File: config.mk
export PLATFORM = sky130hd
export DESIGN_NAME = client_slot_table_round_robin
export DESIGN_NICKNAME = d
export VERILOG_FILES = /design/src/hw/rtl/cstr_pkg.sv /design/src/hw/rtl/cstr_table.sv /design/src/hw/rtl/cstr_scan.sv /design/src/hw/rtl/client_slot_table_round_robin.sv
export SDC_FILE = /design/constraint.sdc
export NUM_CORES = 1
export LEC_CHECK = 0
export BUFFER_PORTS_ARGS = -buffer_cell sky130_fd_sc_hd__buf_2
export CAP_MARGIN = 0
export CORE_MARGIN = 5
export CORE_UTILIZATION = 46
export CTS_CLUSTER_SIZE = 28
export DETAILED_ROUTE_END_ITERATION = 16
export PLACE_DENSITY = 0.65
export SYNTH_ARGS = -nofsm -noshare
export SYNTH_HDL_FRONTEND = slang
export SYNTH_SLANG_ARGS = --single-unit
export TNS_END_PERCENT = 5
File: constraint.sdc
create_clock -name clk -period 8.18 [get_ports clk]
set_clock_uncertainty 0.1 [all_clocks]
set_input_delay 1.636 -clock clk [delete_from_list [all_inputs] [get_ports clk]]
set_output_delay 1.636 -clock clk [all_outputs]
set_load 0.005 [all_outputs]
File: src/hw/rtl/cstr_pkg.sv
// Shared types and constants for the client slot table.
package cstr_pkg;

	localparam int NUM_SLOTS_DEF = 8;

	localparam logic [7:0] MSG_ID_INIT    = 8'hA0;
	localparam logic [7:0] FAIL_LIMIT_RST = 8'd5;
	localparam logic [7:0] FAILS_MAX      = 8'hFF;

	localparam logic [3:0] FN_ADD       = 4'd0;
	localparam logic [3:0] FN_REMOVE    = 4'd1;
	localparam logic [3:0] FN_SELECT    = 4'd2;
	localparam logic [3:0] FN_DROP_CUR  = 4'd3;
	localparam logic [3:0] FN_NEXT      = 4'd4;
	localparam logic [3:0] FN_FAIL      = 4'd5;
	localparam logic [3:0] FN_CLR_FAILS = 4'd6;
	localparam logic [3:0] FN_LOOKUP    = 4'd7;
	localparam logic [3:0] FN_RST_MSG   = 4'd8;

	typedef struct packed {
		logic [15:0] id;
		logic [7:0]  fails;
		logic [7:0]  msg_id;
	} entry_t;

	typedef struct packed {
		logic match;
		logic free;
		logic next;
	} scan_flags_t;

	typedef enum logic [2:0] {
		ST_IDLE,
		ST_SCAN,
		ST_DRAIN,
		ST_ACT,
		ST_READ,
		ST_WAIT
	} state_t;

endpackage

File: src/hw/rtl/cstr_table.sv
// Slot table memory with per-entry valid bits; unwritten entries read as zero.
module cstr_table import cstr_pkg::*; #(
	parameter int DEPTH = NUM_SLOTS_DEF,
	parameter int AW    = (DEPTH > 1) ? $clog2(DEPTH) : 1
) (
	input  logic          clk,
	input  logic          arst_n,
	input  logic          wr_en,
	input  logic [AW-1:0] wr_addr,
	input  entry_t        wr_data,
	input  logic          rd_en,
	input  logic [AW-1:0] rd_addr,
	output entry_t        rd_data
);

	entry_t           mem [DEPTH];
	logic [DEPTH-1:0] vld_q;
	entry_t           rd_data_q;
	logic             rd_vld_q;

	always_ff @(posedge clk) begin
		if (wr_en) begin
			mem[wr_addr] <= wr_data;
		end
		if (rd_en) begin
			rd_data_q <= mem[rd_addr];
		end
	end

	always_ff @(posedge clk or negedge arst_n) begin
		if (!arst_n) begin
			vld_q    <= '0;
			rd_vld_q <= 1'b0;
		end else begin
			if (wr_en) begin
				vld_q[wr_addr] <= 1'b1;
			end
			if (rd_en) begin
				rd_vld_q <= vld_q[rd_addr];
			end
		end
	end

	assign rd_data = rd_vld_q ? rd_data_q : '0;

endmodule

File: src/hw/rtl/cstr_scan.sv
// Scan accumulator: id match, first free slot, current entry and next occupied slot.
module cstr_scan import cstr_pkg::*; #(
	parameter int NUM_SLOTS = NUM_SLOTS_DEF,
	parameter int IW        = (NUM_SLOTS > 1) ? $clog2(NUM_SLOTS) : 1
) (
	input  logic          clk,
	input  logic          arst_n,
	input  logic          clr,
	input  logic          vld,
	input  logic [IW-1:0] idx,
	input  entry_t        ent,
	input  logic [15:0]   key,
	input  logic [IW-1:0] cursor,
	output scan_flags_t   flags,
	output logic [IW-1:0] match_idx,
	output entry_t        match_ent,
	output logic [IW-1:0] free_idx,
	output entry_t        free_ent,
	output entry_t        cur_ent,
	output logic [IW-1:0] next_idx
);

	logic          match_q, free_q, after_q, any_q;
	logic [IW-1:0] match_idx_q, free_idx_q, after_idx_q, any_idx_q;
	entry_t        match_ent_q, free_ent_q, cur_ent_q;
	logic          hit, empty, occ;

	assign hit   = vld && (key != 16'd0) && (ent.id == key);
	assign empty = vld && (ent.id == 16'd0);
	assign occ   = vld && (ent.id != 16'd0);

	always_ff @(posedge clk or negedge arst_n) begin
		if (!arst_n) begin
			match_q <= 1'b0;
			free_q  <= 1'b0;
			after_q <= 1'b0;
			any_q   <= 1'b0;
		end else if (clr) begin
			match_q <= 1'b0;
			free_q  <= 1'b0;
			after_q <= 1'b0;
			any_q   <= 1'b0;
		end else begin
			if (hit) match_q <= 1'b1;
			if (empty) free_q <= 1'b1;
			if (occ && (idx > cursor)) after_q <= 1'b1;
			if (occ) any_q <= 1'b1;
		end
	end

	always_ff @(posedge clk) begin
		if (hit && !match_q) begin
			match_idx_q <= idx;
			match_ent_q <= ent;
		end
		if (empty && !free_q) begin
			free_idx_q <= idx;
			free_ent_q <= ent;
		end
		if (occ && (idx > cursor) && !after_q) begin
			after_idx_q <= idx;
		end
		if (occ && !any_q) begin
			any_idx_q <= idx;
		end
		if (vld && (idx == cursor)) begin
			cur_ent_q <= ent;
		end
	end

	assign flags.match = match_q;
	assign flags.free  = free_q;
	assign flags.next  = after_q || any_q;
	assign match_idx   = match_idx_q;
	assign match_ent   = match_ent_q;
	assign free_idx    = free_idx_q;
	assign free_ent    = free_ent_q;
	assign cur_ent     = cur_ent_q;
	assign next_idx    = after_q ? after_idx_q : any_idx_q;

endmodule

File: src/hw/rtl/client_slot_table_round_robin.sv
// Client slot table with round-robin cursor: sequencer, command logic and output register.
// Steps per word: a table scan of one entry per cycle, a drain step, one write and one
// read-back of the current slot on the single table port pair, then the output register load.
// A new word is accepted only once the previous result has been loaded into the output register.
// Reset: every slot free, cursor and client count zero, fail_limit 5, no result pending.
module client_slot_table_round_robin import cstr_pkg::*; #(
	parameter int NUM_SLOTS = NUM_SLOTS_DEF
) (
	input  logic        clk,
	input  logic        arst_n,
	input  logic        cfg_wr_en,
	input  logic [7:0]  cfg_wr_data,
	input  logic        in_valid,
	output logic        in_ready,
	input  logic [3:0]  func,
	input  logic [15:0] client_id,
	output logic        out_valid,
	input  logic        out_ready,
	output logic        ok,
	output logic [15:0] current_id,
	output logic        current_valid,
	output logic [2:0]  current_slot,
	output logic [3:0]  client_count,
	output logic [7:0]  current_fails,
	output logic [7:0]  current_msg_id
);

	localparam int IW = (NUM_SLOTS > 1) ? $clog2(NUM_SLOTS) : 1;
	localparam int CW = $clog2(NUM_SLOTS + 1);

	state_t        state_q, state_d;
	logic [3:0]    func_q;
	logic [15:0]   key_q;
	logic [7:0]    lim_q;
	logic [IW-1:0] cur_q, cur_d;
	logic [CW-1:0] cnt_q, cnt_d, cnt_dec;
	logic          ok_q, ok_d;
	logic [IW-1:0] scan_cnt_q;
	logic          vld_s1;
	logic [IW-1:0] idx_s1;

	logic          accept, scan_last, act_en, out_load;
	logic          mem_rd_en, we_c;
	logic [IW-1:0] mem_rd_addr, wr_addr_c;
	entry_t        wr_data_c, rd_data;
	logic [7:0]    nf;

	scan_flags_t   flags;
	logic [IW-1:0] match_idx, free_idx, next_idx;
	entry_t        match_ent, free_ent, cur_ent;

	logic          out_valid_q, ok_o_q, cur_valid_o_q;
	logic [15:0]   cur_id_o_q;
	logic [2:0]    cur_slot_o_q;
	logic [3:0]    cnt_o_q;
	logic [7:0]    fails_o_q, msg_o_q;
	logic [31:0]   cur_ext, cnt_ext;

	assign accept    = in_valid && in_ready;
	assign scan_last = (scan_cnt_q == IW'(NUM_SLOTS - 1));

	cstr_table #(
		.DEPTH (NUM_SLOTS),
		.AW    (IW)
	) u_table (
		.clk     (clk),
		.arst_n  (arst_n),
		.wr_en   (act_en && we_c),
		.wr_addr (wr_addr_c),
		.wr_data (wr_data_c),
		.rd_en   (mem_rd_en),
		.rd_addr (mem_rd_addr),
		.rd_data (rd_data)
	);

	cstr_scan #(
		.NUM_SLOTS (NUM_SLOTS),
		.IW        (IW)
	) u_scan (
		.clk       (clk),
		.arst_n    (arst_n),
		.clr       (accept),
		.vld       (vld_s1),
		.idx       (idx_s1),
		.ent       (rd_data),
		.key       (key_q),
		.cursor    (cur_q),
		.flags     (flags),
		.match_idx (match_idx),
		.match_ent (match_ent),
		.free_idx  (free_idx),
		.free_ent  (free_ent),
		.cur_ent   (cur_ent),
		.next_idx  (next_idx)
	);

	// next state
	always_comb begin
		state_d = state_q;
		case (state_q)
			ST_IDLE:  if (in_valid) state_d = ST_SCAN;
			ST_SCAN:  if (scan_last) state_d = ST_DRAIN;
			ST_DRAIN: state_d = ST_ACT;
			ST_ACT:   state_d = ST_READ;
			ST_READ:  state_d = ST_WAIT;
			ST_WAIT:  if (!out_valid_q || out_ready) state_d = ST_IDLE;
			default:  state_d = ST_IDLE;
		endcase
	end

	// sequencer outputs
	always_comb begin
		in_ready    = 1'b0;
		mem_rd_en   = 1'b0;
		mem_rd_addr = scan_cnt_q;
		act_en      = 1'b0;
		out_load    = 1'b0;
		case (state_q)
			ST_IDLE: in_ready = 1'b1;
			ST_SCAN: mem_rd_en = 1'b1;
			ST_ACT:  act_en = 1'b1;
			ST_READ: begin
				mem_rd_en   = 1'b1;
				mem_rd_addr = cur_q;
			end
			ST_WAIT: out_load = !out_valid_q || out_ready;
			default: ;
		endcase
	end

	// command logic
	always_comb begin
		we_c      = 1'b0;
		wr_addr_c = cur_q;
		wr_data_c = cur_ent;
		cur_d     = cur_q;
		cnt_dec   = (cnt_q != '0) ? cnt_q - 1'b1 : cnt_q;
		cnt_d     = cnt_q;
		ok_d      = 1'b0;
		nf        = (cur_ent.fails == FAILS_MAX) ? cur_ent.fails : cur_ent.fails + 8'd1;
		case (func_q)
			FN_ADD: begin
				if (flags.match) begin
					we_c             = 1'b1;
					wr_addr_c        = match_idx;
					wr_data_c        = match_ent;
					wr_data_c.msg_id = MSG_ID_INIT;
				end else if (key_q != 16'd0 && cnt_q < CW'(NUM_SLOTS) && flags.free) begin
					we_c             = 1'b1;
					wr_addr_c        = free_idx;
					wr_data_c        = free_ent;
					wr_data_c.id     = key_q;
					wr_data_c.msg_id = MSG_ID_INIT;
					cnt_d            = cnt_q + 1'b1;
					ok_d             = 1'b1;
				end
			end
			FN_REMOVE: begin
				if (flags.match) begin
					we_c         = 1'b1;
					wr_addr_c    = match_idx;
					wr_data_c    = match_ent;
					wr_data_c.id = 16'd0;
					cnt_d        = cnt_dec;
					ok_d         = 1'b1;
				end
			end
			FN_SELECT: begin
				if (flags.match) begin
					cur_d = match_idx;
					ok_d  = 1'b1;
				end
			end
			FN_DROP_CUR: begin
				if (cur_ent.id != 16'd0) begin
					we_c         = 1'b1;
					wr_data_c.id = 16'd0;
					cnt_d        = cnt_dec;
					ok_d         = 1'b1;
				end
			end
			FN_NEXT: begin
				if (cnt_q != '0 && flags.next) begin
					cur_d = next_idx;
					ok_d  = 1'b1;
				end
			end
			FN_FAIL: begin
				we_c            = 1'b1;
				wr_data_c.fails = nf;
				if (nf > lim_q && cur_ent.id != 16'd0) begin
					wr_data_c.id = 16'd0;
					cnt_d        = cnt_dec;
					ok_d         = 1'b1;
				end
			end
			FN_CLR_FAILS: begin
				we_c            = 1'b1;
				wr_data_c.fails = 8'd0;
				ok_d            = cur_ent.id != 16'd0;
			end
			FN_LOOKUP: ok_d = flags.match;
			FN_RST_MSG: begin
				if (flags.match) begin
					we_c             = 1'b1;
					wr_addr_c        = match_idx;
					wr_data_c        = match_ent;
					wr_data_c.msg_id = MSG_ID_INIT;
					ok_d             = 1'b1;
				end
			end
			default: ;
		endcase
	end

	always_ff @(posedge clk or negedge arst_n) begin
		if (!arst_n) begin
			state_q     <= ST_IDLE;
			lim_q       <= FAIL_LIMIT_RST;
			cur_q       <= '0;
			cnt_q       <= '0;
			scan_cnt_q  <= '0;
			vld_s1      <= 1'b0;
			out_valid_q <= 1'b0;
		end else begin
			state_q <= state_d;
			if (cfg_wr_en) lim_q <= cfg_wr_data;
			if (act_en) begin
				cur_q <= cur_d;
				cnt_q <= cnt_d;
			end
			if (accept) begin
				scan_cnt_q <= '0;
			end else if (state_q == ST_SCAN) begin
				scan_cnt_q <= scan_cnt_q + 1'b1;
			end
			vld_s1 <= (state_q == ST_SCAN);
			if (out_load) begin
				out_valid_q <= 1'b1;
			end else if (out_ready) begin
				out_valid_q <= 1'b0;
			end
		end
	end

	assign cur_ext = 32'(cur_q);
	assign cnt_ext = 32'(cnt_q);

	always_ff @(posedge clk) begin
		if (accept) begin
			func_q <= func;
			key_q  <= client_id;
		end
		idx_s1 <= scan_cnt_q;
		if (act_en) ok_q <= ok_d;
		if (out_load) begin
			ok_o_q        <= ok_q;
			cur_id_o_q    <= rd_data.id;
			cur_valid_o_q <= rd_data.id != 16'd0;
			cur_slot_o_q  <= cur_ext[2:0];
			cnt_o_q       <= cnt_ext[3:0];
			fails_o_q     <= rd_data.fails;
			msg_o_q       <= rd_data.msg_id;
		end
	end

	assign out_valid      = out_valid_q;
	assign ok             = ok_o_q;
	assign current_id     = cur_id_o_q;
	assign current_valid  = cur_valid_o_q;
	assign current_slot   = cur_slot_o_q;
	assign client_count   = cnt_o_q;
	assign current_fails  = fails_o_q;
	assign current_msg_id = msg_o_q;

endmodule
Word-level counts from Yosys, hierarchy flattened
Memory sizes are Yosys's and may differ from the RTL's. A register that Yosys moved wholly into a read port is not among the register bits.
Cells that the tools add are included.

storage, ports and cells
  logic and storage cells = 180
  output and inout bits = 43
  memories kept = 1
  RAM bits = 256
  register bits after elaboration = 185
  bits of input ports = 33

cells by class
  reduce and logical (&&, ||, !) cells = 46
  muxes and demuxes = 61
  add/sub/neg operators = 4
  bitwise logic cells = 1
  equality and inequality tests = 26
  order comparisons = 6

memory list
  memory       depth  bits a word  rd ports  clocked after memory_dff  wr ports  line              text
  u_table.mem  8      32           1         1                         1         cstr_table.sv:16  entry_t mem [DEPTH];

operator list
  kind                 number
  $mux 32              5
  $pmux 16 s5          1
  $reduce_bool 16->1   3
  $pmux 8 s5           1
  $mux 3               11
  $mux 16              2
  $mux 1               25
  $mux 4               6
  $pmux 8 s3           1
  $pmux 3 s6           1
  $logic_and 1x1->1    17
  $eq 16x16->1         1
  $eq 4x3->1 const B   4
  $logic_not 16->1     1
  $ne 2x2->1 const B   8
  $pmux 4 s4           1
  $reduce_bool 2->1    7
  $pmux 3 s2           2
  $eq 3x3->1 const B   3
  $add 8x1->8 const B  1
  $eq 4x2->1 const B   2
  $eq 8x8->1 const B   1
  $gt 8x8->1           1
  $lt 3x4->1 const B   2
  other kinds (27)     37

Longest topological paths before layout
  word-level depth = 11
  gate-level depth with buffers = 13
  gate-level depth less buffers = 12

Cells and area by module
A second synthesis with hierarchy kept.

unflattened totals
  cell total of the unflattened synthesis = 1,071
  area, all modules = 19,819.0 sq um

modules (own cells, without submodules)
  module                         cells each  sequential area each (sq um)  instances  area each (sq um)
  cstr_table                     475         8,873.5                       1          11,309.6
  client_slot_table_round_robin  414         2,499.9                       1          4,685.7
  cstr_scan                      182         3,343.2                       1          3,823.7

Least setup slack after synthesis
No wires, ideal clock.

  path type = register -> register
  start = register key_q[0]
  end = memory u_table.mem[2][0] (netlist name), enable pin
  clock period less this slack = 4.477 ns
  library setup time = 0.461 ns
  buffers on the path = 0
  data required time = 7.619 ns
  slack = 3.703 ns
  cell stages (with the launch flop) = 7
  data arrival time = 3.916 ns
  path through = edfxtp_1 nor4_1 and4_1 nor4b_2 a221o_1 nand2b_1 nor3_1

on the way
  cells in the longest elaborated chain, start to end = 9
  elaborated cells between the ends (all ways) = 12
  those cells by class = mux: 8; reduce/logical: 4

ends and longest elaborated chain
  what                              line                                  text
  from (decl)                       client_slot_table_round_robin.sv:33   logic [15:0] key_q;
  from (signal assigned)            client_slot_table_round_robin.sv:252  key_q <= client_id;
  $reduce_bool 16->1 *              client_slot_table_round_robin.sv:148  end else if (key_q != 16'd0 && cnt_q < CW'(NUM_SLOTS) && flags.free) begin
  $logic_and 1x1->1 * (2 in a row)  client_slot_table_round_robin.sv:148
  $mux 1                            client_slot_table_round_robin.sv:148
  $mux 1                            client_slot_table_round_robin.sv:143  if (flags.match) begin
  $pmux 1 s4                        client_slot_table_round_robin.sv:141  case (func_q)
  $logic_and 1x1->1                 client_slot_table_round_robin.sv:68   .wr_en (act_en && we_c),
  $mux 1                            cstr_table.sv:22                      if (wr_en) begin
  $mux 1 (not written as such)      cstr_table.sv:23                      mem[wr_addr] <= wr_data;
  to (decl)                         cstr_table.sv:16

Every way passes the cells marked *; elsewhere a longest branch is shown, timed or not.

==> metrics <==
status finished clean; initial DRC count 1054; CP startpoint kind flop; Worst Path Buf+Inv 1; Post-CTS Setup Inserts 0; synthesized instance count 1057; clk root buf clkbuf_16; crit path max-delay cell type o21ai_1; final hold vios 0; Final Wtd Congestion 0.865; area of the multi-input gates 0.00464 mm2; Most used DFF post-synth edfxtp_1; Synth Net Count ~1100; CP Data Arrival Time 4.36 ns; Clk Latency, worst-skew pair 0.56 ns; GRT overflow 0; Setup TNS 0 ns; worst hold slack about 0.32 ns; Vias 9934; Worst setup EP type flop; drt via density 5.76; Initial Util 46.4%; met3 Usage GRT 2.76%; Post-synth ARST share between 7 and 8%; crit path max fanout 15; Overall Global Routing Usage approximately 18%; Netlist Area Pre-Place between 0.015 and 0.02 mm2; pin count of the biggest net entering global routing 67; Sequential Area about 0.014 mm2; clock tree buffer depth 3; ANT cells 0; CTS tree built; post-layout minimum cycle time 4.20 ns; fill count ~3200; LEAKAGE 0.00740 uW; maximum vdd ir drop 0.158 mV; initial antenna violation count 0; Gates resized, CTS repair 0; P&R area growth vs syn 14.2%; flops & latches, synth 473; I/O Buffers 75; R2R Path Start u_scan.cur_ent[8]$_DFFE_PP_; path type of the worst setup path flop to flop; max cap viols 0; CTS H-tree depth 2; CTS Hold Bufs 0; die width roughly 210 um; drt pass-1 iters 5; PD cells about 340 mW/mm2; grt peak-use layer met2; total wire length 40.9 mm; first-pass GRT wire length 62.3 mm; vias in the first global route 10200; WP data required 8.33 ns; GRT met1 Usage 25.4%; worst slew pin tran 1.12 ns; final setup violation count 0; final worst-path cycle share 51.4%; die area roughly 0.045 mm2; crit path cell chain ha_1 > nand4_1 > a41oi_1 > ha_1 > a21oi_1 > nor2_1 > a211o_1 > o221ai_1 > a21oi_1 > buf_4 > o21ai_1; Die H around 210 um; row cnt 74; Min-Delay Startpoint ok_q$_DFFE_PP_; dpl hpwl around 25 mm; Crit. Startpoint u_scan.cur_ent[8]$_DFFE_PP_; Num CTS Buffers 47; yosys warns 0; clk slew on worst S/H paths roughly 0.060 ns; commonest non-fill, non-tap cells in the layout edfxtp_1, buf_2, mux4_2; min-delay worst type flop to flop; share of cells above drive strength 1 24.4%; total clock sinks 473; commonest non-fill, non-tap cell in the layout edfxtp_1; antenna-violating nets left 0; RSZ-0062 raised after global routing false; # DRC 0; Slew HR 25.0%; num ports 76; Worst R2R Setup Slack 3.98 ns; Synth cell types 70; delay of the slowest critical-path stage 0.57 ns; Final nets 1208; Core Box Area about 0.041 mm2; met2 global-route usage 30.4%; EDFF count, synth 434; WL/cell 23.7 um; sequential cell area fraction in the yosys report between 70 and 80%; Largest delay share family, worst path compound AO/OA/AOI/OAI gates; fin. max-slew vios 0; fmax 0.238 GHz; post-synthesis area per instance ~18 um2
[synthesized netlist by cell type, types with 8 or more instances]
cell type | n | area [um2]
a22oi_1 | 22 | 165
o21ai_0 | 16 | 80.1
nor2b_1 | 12 | 75.1
ha_1 | 16 | 200
nor4_1 | 14 | 87.6
o22ai_1 | 10 | 62.6
buf_2 | 9 | 45.0
nor2_1 | 36 | 135
nand2_1 | 44 | 165
dfrtp_1 | 34 | 851
xor2_1 | 8 | 70.1
mux2_2 | 37 | 417
a21oi_1 | 25 | 125
edfxtp_1 | 434 | 13000
and2_1 | 37 | 231
mux4_2 | 59 | 1330
nor3_1 | 8 | 40.0
nand2b_1 | 9 | 56.3
nand3_1 | 10 | 50.1
nand4_1 | 9 | 56.3
clkbuf_1 | 22 | 82.6
inv_1 | 40 | 150
o21ai_1 | 19 | 95.1
[cell type report]
cell class	count	share of cell area [%]
Multi-Input combinational cell	499	21.5
Inverter	41	0.713
Sequential cell	473	64.8
Timing Repair Buffer	96	2.47
Clock buffer	57	5.86
Tap cell	532	3.08
Clock inverter	28	1.60
[routing by layer]
metal	share of wire, %	vias to the layer above
li1	-	4413
met1	43	5139
met2	49	330
met3	5.5	52
met4	2.0	0
met5	0	-
[state kept, by name, indices dropped and copies added (netlist names), 4 cells and up]
name,cells
current_fails,8
u_scan.cur_ent,32
current_msg_id,8
current_id,16
cnt_q,4
u_scan.free_ent,8
u_table.mem,256
lim_q,8
func_q,4
key_q,16
client_count,4
u_table.vld_q,8
u_scan.match_ent,32
u_table.rd_data_q,32
[worst paths after layout]
check	depth (start not counted)	endpoint
max	11	u_table.mem[1][19]$_DFFE_PP_
min	0	ok$_DFFE_PP_
max reg2reg	11	u_table.mem[1][19]$_DFFE_PP_
min reg2reg	0	ok$_DFFE_PP_
max in group asynchronous	1	cur_q[2]$_DFFE_PN0P_
min in group asynchronous	1	cnt_q[2]$_DFFE_PN0P_
[metrics by stage]
stage	setup WS [ns]	util [%]	std cells	total power (uW)	area, um2
final	3.98	53.0	1726	7360	21600
after global routing	3.64	53.0	1726	7700	21600
after CTS	3.94	53.0	1726	7430	21600
after detailed placement	3.97	49.1	1641	5200	20000
after global placement	4.10	49.1	1641	5160	20000
after floorplan	3.70	-	1057	4640	18900
[power by group]
part           internal, uW  switching (uW)  total, uW  leakage, uW
Sequential             3220             234       3450      0.00447
Clock                  1350             873       2230     0.000798
Combinational           703             981       1680      0.00213
[worst register-to-register path, cell delays in order (launching register included)]
cell      delay [ns]
edfxtp_1        0.51
ha_1            0.29
nand4_1         0.32
a41oi_1         0.45
ha_1            0.31
a21oi_1         0.13
nor2_1          0.06
a211o_1         0.27
o221ai_1        0.48
a21oi_1         0.16
buf_4           0.23
o21ai_1         0.58
[kinds of logic after synthesis]
logic type / share of synthesized area [%]
multiplexers: 10.7
AO/OA/AOI/OAI: 5.73
buffers and inverters: 2.14
adder cells (fa/ha/maj): 1.22
XOR/XNOR: 0.694
flip-flops: 74.0
AND/OR/NAND/NOR: 5.56
No activity file was read; power rests on OpenSTA's default activity.
